`config.mk`:
```
export PLATFORM = sky130hd
export DESIGN_NAME = bgr_to_yuv420_converter_unit
export DESIGN_NICKNAME = d
export VERILOG_FILES = /design/src/b2y_pkg.sv /design/src/bgr_to_yuv420_converter_unit.sv /design/src/b2y_scan.sv /design/src/b2y_csc.sv
export SDC_FILE = /design/constraint.sdc
export NUM_CORES = 2
export LEC_CHECK = 0
export BUFFER_PORTS_ARGS = -buffer_cell sky130_fd_sc_hd__buf_4
export CAP_MARGIN = 20
export CORE_ASPECT_RATIO = 1.2
export CORE_MARGIN = 3
export CORE_UTILIZATION = 55
export DETAILED_ROUTE_END_ITERATION = 12
export GPL_TIMING_DRIVEN = 0
export PLACE_DENSITY = 0.79
export SYNTH_ARGS = -nofsm -noshare
export SYNTH_HDL_FRONTEND = slang
export SYNTH_HIERARCHICAL = 1
export SYNTH_SLANG_ARGS = --single-unit
```
`constraint.sdc`:
```
create_clock -name clk -period 17.4 [get_ports clk]
set_input_delay 0.87 -clock clk [delete_from_list [all_inputs] [get_ports clk]]
set_output_delay 0.87 -clock clk [all_outputs]
set_load 0.01 [all_outputs]
```
`src/b2y_pkg.sv`:
```
// ----------------------------------------------------------------------------
// b2y_pkg
// Types and constants shared by the BGR to YUV 4:2:0 converter modules: the
// pixel and result words, the scan position passed down the pipeline, the
// register indexes and the register reset values.
// ----------------------------------------------------------------------------
package b2y_pkg;

	// Width of the row and column counters and of the frame size registers.
	localparam int CNT_W         = 13;
	localparam int LUMA_ADDR_W   = 24;
	localparam int CHROMA_ADDR_W = 22;

	// Configuration port.
	localparam int CFG_IDX_W  = 2;
	localparam int CFG_DATA_W = 13;

	localparam logic [CFG_IDX_W-1:0] CFG_FRAME_WIDTH  = 2'd0;
	localparam logic [CFG_IDX_W-1:0] CFG_FRAME_HEIGHT = 2'd1;

	localparam logic [CNT_W-1:0] RST_FRAME_WIDTH  = 13'd320;
	localparam logic [CNT_W-1:0] RST_FRAME_HEIGHT = 13'd240;

	// One input word: a BGR pixel.
	typedef struct packed {
		logic [7:0] blue;
		logic [7:0] green;
		logic [7:0] red;
	} pixel_t;

	// One output word: luma sample, optional chroma sample and frame marker.
	typedef struct packed {
		logic [7:0]               luma_value;
		logic [LUMA_ADDR_W-1:0]   luma_address;
		logic                     chroma_write;
		logic                     chroma_plane;
		logic [7:0]               chroma_value;
		logic [CHROMA_ADDR_W-1:0] chroma_address;
		logic                     frame_last;
	} result_t;

	// Position of the pixel in the frame, as produced by the scan counters.
	typedef struct packed {
		logic [LUMA_ADDR_W-1:0]   luma_address;
		logic                     chroma_write;
		logic                     chroma_plane;
		logic [CHROMA_ADDR_W-1:0] chroma_address;
		logic                     frame_last;
	} scan_pos_t;

endpackage

```
`src/bgr_to_yuv420_converter_unit.sv`:
```
// ----------------------------------------------------------------------------
// bgr_to_yuv420_converter_unit
// BGR to YUV 4:2:0 planar converter, one pixel word in, one result word out.
// ----------------------------------------------------------------------------
// Usage:
// Pixel words arrive on the pixel channel in bitmap order, bottom row first,
// columns left to right. Each accepted pixel gives exactly one result word:
// the luma sample with its plane offset, on even columns one chroma sample
// (U on even rows, V on odd rows, plane flag set for V) and a flag on the
// last pixel of the frame.
// Frame width and height are written on the cfg channel, which is always
// ready; any write to a known register restarts the frame at the bottom row.
// A pixel taken at one edge goes into the input register, then through the
// conversion logic into the result register once that register can move.
// Throughput is one pixel per cycle while the receiver does not stall, set by
// the input register, the conversion logic and the result register in a row.
// When the receiver stalls the result register holds its word, the input
// register fills behind it, and pixel_ready then drops until it moves.
// After reset the frame is 320 by 240 and the scan starts at the bottom row;
// no clearing pass is needed.
// ----------------------------------------------------------------------------
module bgr_to_yuv420_converter_unit #(
	parameter int MAX_WIDTH      = 4096,
	parameter int MAX_HEIGHT     = 4096,
	parameter int COEF_FRAC_BITS = 16
) (
	input  logic                           clk,
	input  logic                           arst_n,
	input  logic                           cfg_valid,
	output logic                           cfg_ready,
	input  logic [b2y_pkg::CFG_IDX_W-1:0]  cfg_index,
	input  logic [b2y_pkg::CFG_DATA_W-1:0] cfg_data,
	input  logic                           pixel_valid,
	output logic                           pixel_ready,
	input  b2y_pkg::pixel_t                pixel,
	output logic                           result_valid,
	input  logic                           result_ready,
	output b2y_pkg::result_t               result
);
	import b2y_pkg::*;

	logic      valid_s1;
	logic      valid_s2;
	logic      adv_s2;
	logic      pixel_acc;
	pixel_t    pixel_s1;
	scan_pos_t pos_cur;
	scan_pos_t pos_s1;
	result_t   result_d;
	result_t   result_s2;
	logic [7:0] luma_value;
	logic [7:0] chroma_value;

	// Handshake: each stage moves when the one after it is free or moving.
	assign cfg_ready    = 1'b1;
	assign adv_s2       = ~valid_s2 | result_ready;
	assign pixel_ready  = ~valid_s1 | adv_s2;
	assign pixel_acc    = pixel_valid & pixel_ready;
	assign result_valid = valid_s2;
	assign result       = result_s2;

	// Scan counters and frame size registers.
	b2y_scan #(
		.MAX_WIDTH (MAX_WIDTH),
		.MAX_HEIGHT(MAX_HEIGHT)
	) u_scan (
		.clk      (clk),
		.arst_n   (arst_n),
		.cfg_valid(cfg_valid),
		.cfg_index(cfg_index),
		.cfg_data (cfg_data),
		.advance  (pixel_acc),
		.pos      (pos_cur)
	);

	// Colour conversion on the registered pixel.
	b2y_csc #(
		.COEF_FRAC_BITS(COEF_FRAC_BITS)
	) u_csc (
		.pixel       (pixel_s1),
		.chroma_write(pos_s1.chroma_write),
		.chroma_plane(pos_s1.chroma_plane),
		.luma_value  (luma_value),
		.chroma_value(chroma_value)
	);

	// Result word assembled from the position and the converted samples.
	always_comb begin
		result_d.luma_value     = luma_value;
		result_d.luma_address   = pos_s1.luma_address;
		result_d.chroma_write   = pos_s1.chroma_write;
		result_d.chroma_plane   = pos_s1.chroma_plane;
		result_d.chroma_value   = chroma_value;
		result_d.chroma_address = pos_s1.chroma_address;
		result_d.frame_last     = pos_s1.frame_last;
	end

	// Stage valid flags.
	always_ff @(posedge clk or negedge arst_n) begin
		if (!arst_n) begin
			valid_s1 <= 1'b0;
			valid_s2 <= 1'b0;
		end else begin
			if (pixel_ready) begin
				valid_s1 <= pixel_valid;
			end
			if (adv_s2) begin
				valid_s2 <= valid_s1;
			end
		end
	end

	// Stage payload registers.
	always_ff @(posedge clk) begin
		if (pixel_acc) begin
			pixel_s1 <= pixel;
			pos_s1   <= pos_cur;
		end
		if (adv_s2 && valid_s1) begin
			result_s2 <= result_d;
		end
	end

	// A result without a chroma sample carries zero chroma fields.
	a_no_chroma_zero: assert property (@(posedge clk) disable iff (!arst_n)
		(result_valid && !result.chroma_write) |->
			(result.chroma_value == 8'd0 && result.chroma_address == '0 && !result.chroma_plane))
		else $error("chroma fields not zero on an odd column");

	// The pixel after the last one of a frame starts a row at column zero.
	a_frame_wrap: assert property (@(posedge clk) disable iff (!arst_n)
		(pixel_acc && pos_cur.frame_last) |=> pos_cur.chroma_write)
		else $error("frame did not restart at column zero");

	// The last pixel of a frame lies on row zero, so it never carries V.
	a_last_row_even: assert property (@(posedge clk) disable iff (!arst_n)
		(result_valid && result.frame_last) |-> !result.chroma_plane)
		else $error("last pixel of frame flagged on an odd row");

	// A stalled result word is not overwritten by the stage behind it.
	a_hold_on_stall: assert property (@(posedge clk) disable iff (!arst_n)
		(result_valid && !result_ready && valid_s1) |=> (valid_s1 && result_valid))
		else $error("input stage lost while output stalled");

endmodule

```
`src/b2y_scan.sv`:
```
// ----------------------------------------------------------------------------
// b2y_scan
// Frame size registers and the scan counters. Gives the plane addresses and
// chroma selection of the pixel presented now and steps on every accepted
// word; rows count down from the bottom of the frame.
// ----------------------------------------------------------------------------
module b2y_scan #(
	parameter int MAX_WIDTH  = 4096,
	parameter int MAX_HEIGHT = 4096
) (
	input  logic                           clk,
	input  logic                           arst_n,
	input  logic                           cfg_valid,
	input  logic [b2y_pkg::CFG_IDX_W-1:0]  cfg_index,
	input  logic [b2y_pkg::CFG_DATA_W-1:0] cfg_data,
	input  logic                           advance,
	output b2y_pkg::scan_pos_t             pos
);
	import b2y_pkg::*;

	// Clamps a frame dimension to the supported range.
	function automatic logic [CNT_W-1:0] clamp_dim(input logic [CNT_W-1:0] v, input int max_v);
		logic [CNT_W-1:0] r;
		r = v;
		if (r < CNT_W'(2)) begin
			r = CNT_W'(2);
		end
		if (int'(r) > max_v) begin
			r = CNT_W'(max_v);
		end
		return r;
	endfunction

	// Reset state, worked out from the register reset values.
	localparam int RST_W_EFF = (int'(RST_FRAME_WIDTH) > MAX_WIDTH) ? MAX_WIDTH
		: int'(RST_FRAME_WIDTH);
	localparam int RST_H_EFF = (int'(RST_FRAME_HEIGHT) > MAX_HEIGHT) ? MAX_HEIGHT
		: int'(RST_FRAME_HEIGHT);
	localparam int RST_ROW = RST_H_EFF - 1;
	localparam logic [LUMA_ADDR_W-1:0] RST_LUMA_BASE = LUMA_ADDR_W'(RST_ROW * RST_W_EFF);
	localparam logic [CHROMA_ADDR_W-1:0] RST_CHROMA_BASE =
		CHROMA_ADDR_W'((RST_ROW / 2) * (RST_W_EFF / 2));

	logic [CNT_W-1:0]         frame_width_q;
	logic [CNT_W-1:0]         frame_height_q;
	logic [CNT_W-1:0]         col_q;
	logic [CNT_W-1:0]         row_q;
	logic [LUMA_ADDR_W-1:0]   luma_base_q;
	logic [CHROMA_ADDR_W-1:0] chroma_base_q;

	logic                     cfg_hit;
	logic                     cfg_we;
	logic [CNT_W-1:0]         width_nxt;
	logic [CNT_W-1:0]         height_nxt;
	logic [CNT_W-1:0]         w_eff;
	logic [CNT_W-1:0]         w_eff_nxt;
	logic [CNT_W-1:0]         h_eff_nxt;
	logic [CNT_W-1:0]         row_start;
	logic [2*CNT_W-1:0]       luma_prod;
	logic [2*CNT_W-3:0]       chroma_prod;
	logic [LUMA_ADDR_W-1:0]   luma_start;
	logic [CHROMA_ADDR_W-1:0] chroma_start;
	logic [CNT_W-2:0]         w_half;
	logic                     last_col;

	// Register decode; the frame size that applies after this cycle.
	always_comb begin
		cfg_hit    = 1'b0;
		width_nxt  = frame_width_q;
		height_nxt = frame_height_q;
		unique case (cfg_index)
			CFG_FRAME_WIDTH: begin
				cfg_hit   = 1'b1;
				width_nxt = cfg_data;
			end
			CFG_FRAME_HEIGHT: begin
				cfg_hit    = 1'b1;
				height_nxt = cfg_data;
			end
			default: begin
				cfg_hit = 1'b0;
			end
		endcase
		if (!cfg_valid) begin
			width_nxt  = frame_width_q;
			height_nxt = frame_height_q;
		end
	end

	assign cfg_we = cfg_valid & cfg_hit;

	// Frame start position: bottom row, column zero.
	assign w_eff        = clamp_dim(frame_width_q, MAX_WIDTH);
	assign w_eff_nxt    = clamp_dim(width_nxt, MAX_WIDTH);
	assign h_eff_nxt    = clamp_dim(height_nxt, MAX_HEIGHT);
	assign row_start    = h_eff_nxt - CNT_W'(1);
	assign luma_prod    = (2*CNT_W)'(row_start) * (2*CNT_W)'(w_eff_nxt);
	assign chroma_prod  = (2*CNT_W-2)'(row_start[CNT_W-1:1]) * (2*CNT_W-2)'(w_eff_nxt[CNT_W-1:1]);
	assign luma_start   = luma_prod[LUMA_ADDR_W-1:0];
	assign chroma_start = chroma_prod[CHROMA_ADDR_W-1:0];
	assign w_half       = w_eff[CNT_W-1:1];
	assign last_col     = (col_q == w_eff - CNT_W'(1));

	// Position of the current pixel; chroma fields are zero on odd columns.
	always_comb begin
		pos.luma_address   = luma_base_q + LUMA_ADDR_W'(col_q);
		pos.chroma_write   = ~col_q[0];
		pos.chroma_plane   = 1'b0;
		pos.chroma_address = '0;
		if (!col_q[0]) begin
			pos.chroma_plane   = row_q[0];
			pos.chroma_address = chroma_base_q + CHROMA_ADDR_W'(col_q[CNT_W-1:1]);
		end
		pos.frame_last = (row_q == '0) && last_col;
	end

	// Registers and scan counters. A register write restarts the frame.
	always_ff @(posedge clk or negedge arst_n) begin
		if (!arst_n) begin
			frame_width_q  <= RST_FRAME_WIDTH;
			frame_height_q <= RST_FRAME_HEIGHT;
			col_q          <= '0;
			row_q          <= CNT_W'(RST_ROW);
			luma_base_q    <= RST_LUMA_BASE;
			chroma_base_q  <= RST_CHROMA_BASE;
		end else if (cfg_we) begin
			frame_width_q  <= width_nxt;
			frame_height_q <= height_nxt;
			col_q          <= '0;
			row_q          <= row_start;
			luma_base_q    <= luma_start;
			chroma_base_q  <= chroma_start;
		end else if (advance) begin
			if (!last_col) begin
				col_q <= col_q + CNT_W'(1);
			end else if (row_q == '0) begin
				col_q         <= '0;
				row_q         <= row_start;
				luma_base_q   <= luma_start;
				chroma_base_q <= chroma_start;
			end else begin
				col_q       <= '0;
				row_q       <= row_q - CNT_W'(1);
				luma_base_q <= luma_base_q - LUMA_ADDR_W'(w_eff);
				// The half row drops only when leaving an even row.
				if (!row_q[0]) begin
					chroma_base_q <= chroma_base_q - CHROMA_ADDR_W'(w_half);
				end
			end
		end
	end

endmodule

```
`src/b2y_csc.sv`:
```
// ----------------------------------------------------------------------------
// b2y_csc
// BT.601 studio-range colour space conversion in fixed point: Y, U and V
// with rounding offset, clamping to a byte, and chroma plane selection.
// ----------------------------------------------------------------------------
module b2y_csc #(
	parameter int COEF_FRAC_BITS = 16
) (
	input  b2y_pkg::pixel_t pixel,
	input  logic            chroma_write,
	input  logic            chroma_plane,
	output logic [7:0]      luma_value,
	output logic [7:0]      chroma_value
);
	import b2y_pkg::*;

	localparam int ACC_W = COEF_FRAC_BITS + 11;

	// Coefficients rounded to the fixed-point grid, ties upwards.
	localparam logic signed [ACC_W-1:0] K_0257 =
		ACC_W'((longint'(257) * (longint'(1) << COEF_FRAC_BITS) + 500) / 1000);
	localparam logic signed [ACC_W-1:0] K_0504 =
		ACC_W'((longint'(504) * (longint'(1) << COEF_FRAC_BITS) + 500) / 1000);
	localparam logic signed [ACC_W-1:0] K_0098 =
		ACC_W'((longint'(98) * (longint'(1) << COEF_FRAC_BITS) + 500) / 1000);
	localparam logic signed [ACC_W-1:0] K_0148 =
		ACC_W'((longint'(148) * (longint'(1) << COEF_FRAC_BITS) + 500) / 1000);
	localparam logic signed [ACC_W-1:0] K_0291 =
		ACC_W'((longint'(291) * (longint'(1) << COEF_FRAC_BITS) + 500) / 1000);
	localparam logic signed [ACC_W-1:0] K_0439 =
		ACC_W'((longint'(439) * (longint'(1) << COEF_FRAC_BITS) + 500) / 1000);
	localparam logic signed [ACC_W-1:0] K_0368 =
		ACC_W'((longint'(368) * (longint'(1) << COEF_FRAC_BITS) + 500) / 1000);
	localparam logic signed [ACC_W-1:0] K_0071 =
		ACC_W'((longint'(71) * (longint'(1) << COEF_FRAC_BITS) + 500) / 1000);

	// Offsets 16.5 and 128.5, exact as counts of half steps.
	localparam logic signed [ACC_W-1:0] OFS_Y = ACC_W'(longint'(33) << (COEF_FRAC_BITS - 1));
	localparam logic signed [ACC_W-1:0] OFS_C = ACC_W'(longint'(257) << (COEF_FRAC_BITS - 1));

	// Negative sums give zero; the integer part is truncated and held at 255.
	function automatic logic [7:0] to_byte(input logic signed [ACC_W-1:0] acc);
		logic [7:0] r;
		if (acc[ACC_W-1]) begin
			r = 8'd0;
		end else if (|acc[ACC_W-2:COEF_FRAC_BITS+8]) begin
			r = 8'd255;
		end else begin
			r = acc[COEF_FRAC_BITS+7:COEF_FRAC_BITS];
		end
		return r;
	endfunction

	logic signed [ACC_W-1:0] red_s;
	logic signed [ACC_W-1:0] green_s;
	logic signed [ACC_W-1:0] blue_s;
	logic signed [ACC_W-1:0] acc_y;
	logic signed [ACC_W-1:0] acc_u;
	logic signed [ACC_W-1:0] acc_v;

	assign red_s   = ACC_W'(pixel.red);
	assign green_s = ACC_W'(pixel.green);
	assign blue_s  = ACC_W'(pixel.blue);

	// Weighted sums of the three components.
	assign acc_y = K_0257 * red_s + K_0504 * green_s + K_0098 * blue_s + OFS_Y;
	assign acc_u = OFS_C + K_0439 * blue_s - K_0148 * red_s - K_0291 * green_s;
	assign acc_v = OFS_C + K_0439 * red_s - K_0368 * green_s - K_0071 * blue_s;

	// V goes to the second plane, U to the first; nothing on odd columns.
	always_comb begin
		luma_value = to_byte(acc_y);
		if (!chroma_write) begin
			chroma_value = 8'd0;
		end else if (chroma_plane) begin
			chroma_value = to_byte(acc_v);
		end else begin
			chroma_value = to_byte(acc_u);
		end
	end

endmodule

```
==> flow_summary.json <==
{
  "status": "completed",
  "max_stage_delay_ns": 0.78,
  "tritoncts": "done",
  "synth_top_area_share_pct": 22.4,
  "drv_cap": 0,
  "crit_path_top_delay_cell": "nor4_1",
  "synth_top_area_cell": "ha_1",
  "ys_ff_latch": 238,
  "synth_edf_count": 138,
  "skew_ns": 0.0356,
  "cp.arrival_ns": 10.97,
  "initial_core_util_pct": 55.9,
  "first_iter_violations": 1897,
  "place_congestion": 0.977,
  "h-tree-depth": 1,
  "worst_pin_slew_ns": 1.14,
  "antenna_left": 0,
  "fin_crit_ns": 10.51,
  "multiInputGateArea_um2": 27700,
  "cts-root-buf": "clkbuf_16",
  "rr_worst_depth": 32,
  "hold_viol_final": 0,
  "min_path_type": "primary input to asynchronous set/reset pin",
  "core_um2": 67500,
  "dieArea_um2": 71900,
  "wl_mm": 105,
  "wl_per_cell_um": 20.5,
  "holdBufCountCts": 0,
  "ys.flop_type": "edfxtp_1",
  "worstSkewPairLatency_ns": 0.61,
  "vias_per_cell": 5.77,
  "drc": 0,
  "synthCells": 4069,
  "grt_max_degree": 77,
  "dieHeight_um": 293,
  "path_max_fanout": 10,
  "grt.total_usage_pct": 29.5,
  "final_nets": 5330,
  "fp-row-count": 104,
  "io_buffer_count": 110,
  "cts_sinks": 238,
  "yosysMostFrequentCell": "inv_1",
  "async_reset_ff_share_pct": 42.0,
  "finalMaxSlewViolations": 0,
  "first_global_vias": 30976,
  "cts_setup_buffers": 0,
  "area_growth_pct": 8.10,
  "grt_pass1_wl_mm": 165,
  "rsz0062_at_grt": "false",
  "drive_gt1_share_pct": 6.71,
  "avgSynthCellArea_um2": 9.29,
  "critPathKind": "flop to flop",
  "n_fill_cell": 5654,
  "setup_viol": 0,
  "synthTopCellsByArea": "ha_1 (22%), fa_1 (21%), edfxtp_1 (11%)",
  "synthesis.area_um2": 37800,
  "synth_common_cells": "inv_1 (811), ha_1 (676), fa_1 (397), nor2_1 (285), a21oi_1 (201)",
  "place_hpwl_mm": 88.0,
  "clock_path_buffers": 3,
  "cp-start-kind": "flop",
  "syn_nets": 5186,
  "holdWs_ns": 0.267,
  "synth-seq-area-share_pct": 17.7,
  "max_freq_mhz": 95.1,
  "antenna_cells": 0,
  "io_pins": 112,
  "cts_buffers": 28,
  "clk_pin_slew_ns": 0.06,
  "required_ns": 17.86,
  "yosys_warnings": 6,
  "fin_tns_setup_ns": 0,
  "period_share_pct": 60.4,
  "grt_overflow_total": 0,
  "dr.pass1.iters": 6,
  "regArea_um2": 6680,
  "endpoint_kind": "flop",
  "placed_area_um2": 39800,
  "die_w_um": 245,
  "yosysUniqueCellTypes": 102,
  "max-slew-margin-rel_pct": 23.4,
  "num_vias": 29606,
  "cts-resized-gates": 0,
  "final_area_um2": 40800,
  "antenna_found_initial": 0
}
[per-layer routing]
metal	part of all wire (%)	track usage, %
met3	5.4	3.81
met5	0	0
met2	51	53.8
met1	36	32.2
met4	7.6	19.0
[final cells by class]
cell class / count / share of cell area (%)
inverters: 813 / 7.47
plain buffers: 79 / 0.796
clock inverters: 22 / 0.766
flip-flops and latches: 238 / 16.3
repair buffers: 114 / 2.24
multi-input cells: 2939 / 67.9
clock buffers: 29 / 1.72
well taps: 901 / 2.76
[cells by family (layout without fill, tap and decap cells)]
group / after synthesis / after routing / synth area share, %
buffers and inverters: 892 / 1057 / 8.94
flip-flops: 238 / 238 / 17.7
XOR/XNOR: 234 / 234 / 5.42
multiplexers: 35 / 35 / 0.983
other: 1 / 1 / 0.00992
AND/OR/NAND/NOR: 932 / 932 / 12.2
AO/OA/AOI/OAI: 664 / 664 / 11.4
adder cells (fa/ha/maj): 1073 / 1073 / 43.4
[cells in the final DEF (no fill, tap or decap), types with 16 or more instances in the layout]
cell type,Yosys,final
or2_2,32,32
mux2i_1,20,20
o21ai_0,142,142
fa_1,397,397
buf_4,2,112
edfxtp_1,138,138
nor2_1,285,285
o211ai_1,17,17
nand4_1,20,20
nand2_1,200,200
a31oi_1,23,23
xnor2_1,145,145
a21o_1,40,40
ha_1,676,676
clkbuf_1,58,59
nand2b_1,59,59
nand3_1,68,68
and3_1,26,26
o21a_1,33,33
a211oi_1,17,17
nor3_1,72,72
inv_1,811,811
dfrtp_1,76,76
and2_1,23,22
a21oi_1,201,201
or3_1,39,39
dfstp_2,24,24
o21bai_1,25,25
nor2b_1,39,39
xor2_1,89,89
nor4_1,16,16
clkbuf_16,0,28
[registers in the layout (all words and copies together), names as in the netlist]
| name | count |
|---|---|
| pixel_s1 | 24 |
| u_scan/frame_width_q | 13 |
| u_scan/chroma_base_q | 22 |
| result_valid | 1 |
| u_scan/col_q | 13 |
| pos_s1 | 49 |
| u_scan/row_q | 13 |
| u_scan/frame_height_q | 13 |
| valid_s1 | 1 |
| u_scan/luma_base_q | 24 |
| result | 65 |
[through the flow]
step,cells,utilization [%],setup slack [ns]
floorplan,4069,-,9.12
global placement,5080,58.8,6.67
detailed placement,5083,58.9,6.61
CTS,5134,60.4,7.06
global route,5135,60.5,6.55
finish,5135,60.5,6.89
[path summary, 6_finish.rpt]
check / startpoint / to / slack [ns]
max: u_scan/frame_height_q[10] / u_scan/luma_base_q[22] / 6.89
min: arst_n / u_scan/frame_height_q[10] / 0.27
max reg2reg: u_scan/frame_height_q[10] / u_scan/luma_base_q[22] / 6.89
min reg2reg: pos_s1[21] / result[21] / 0.42
max in group asynchronous: arst_n / u_scan/row_q[3] / 16.34
min in group clk: pos_s1[21] / result[21] / 0.42
[worst max-delay path, delay by kind of cell (launching register included)]
kind | cells | cell delay (ns)
xor+xnor | 1 | 0.19
compound gates | 9 | 2.64
flops | 1 | 0.38
fa+ha+maj | 7 | 3.24
buf+inv | 9 | 2.07
simple gates | 6 | 1.84
Power is not shown: default switching activity piles up to over one toggle a cycle in this logic, so the estimate is an artifact.
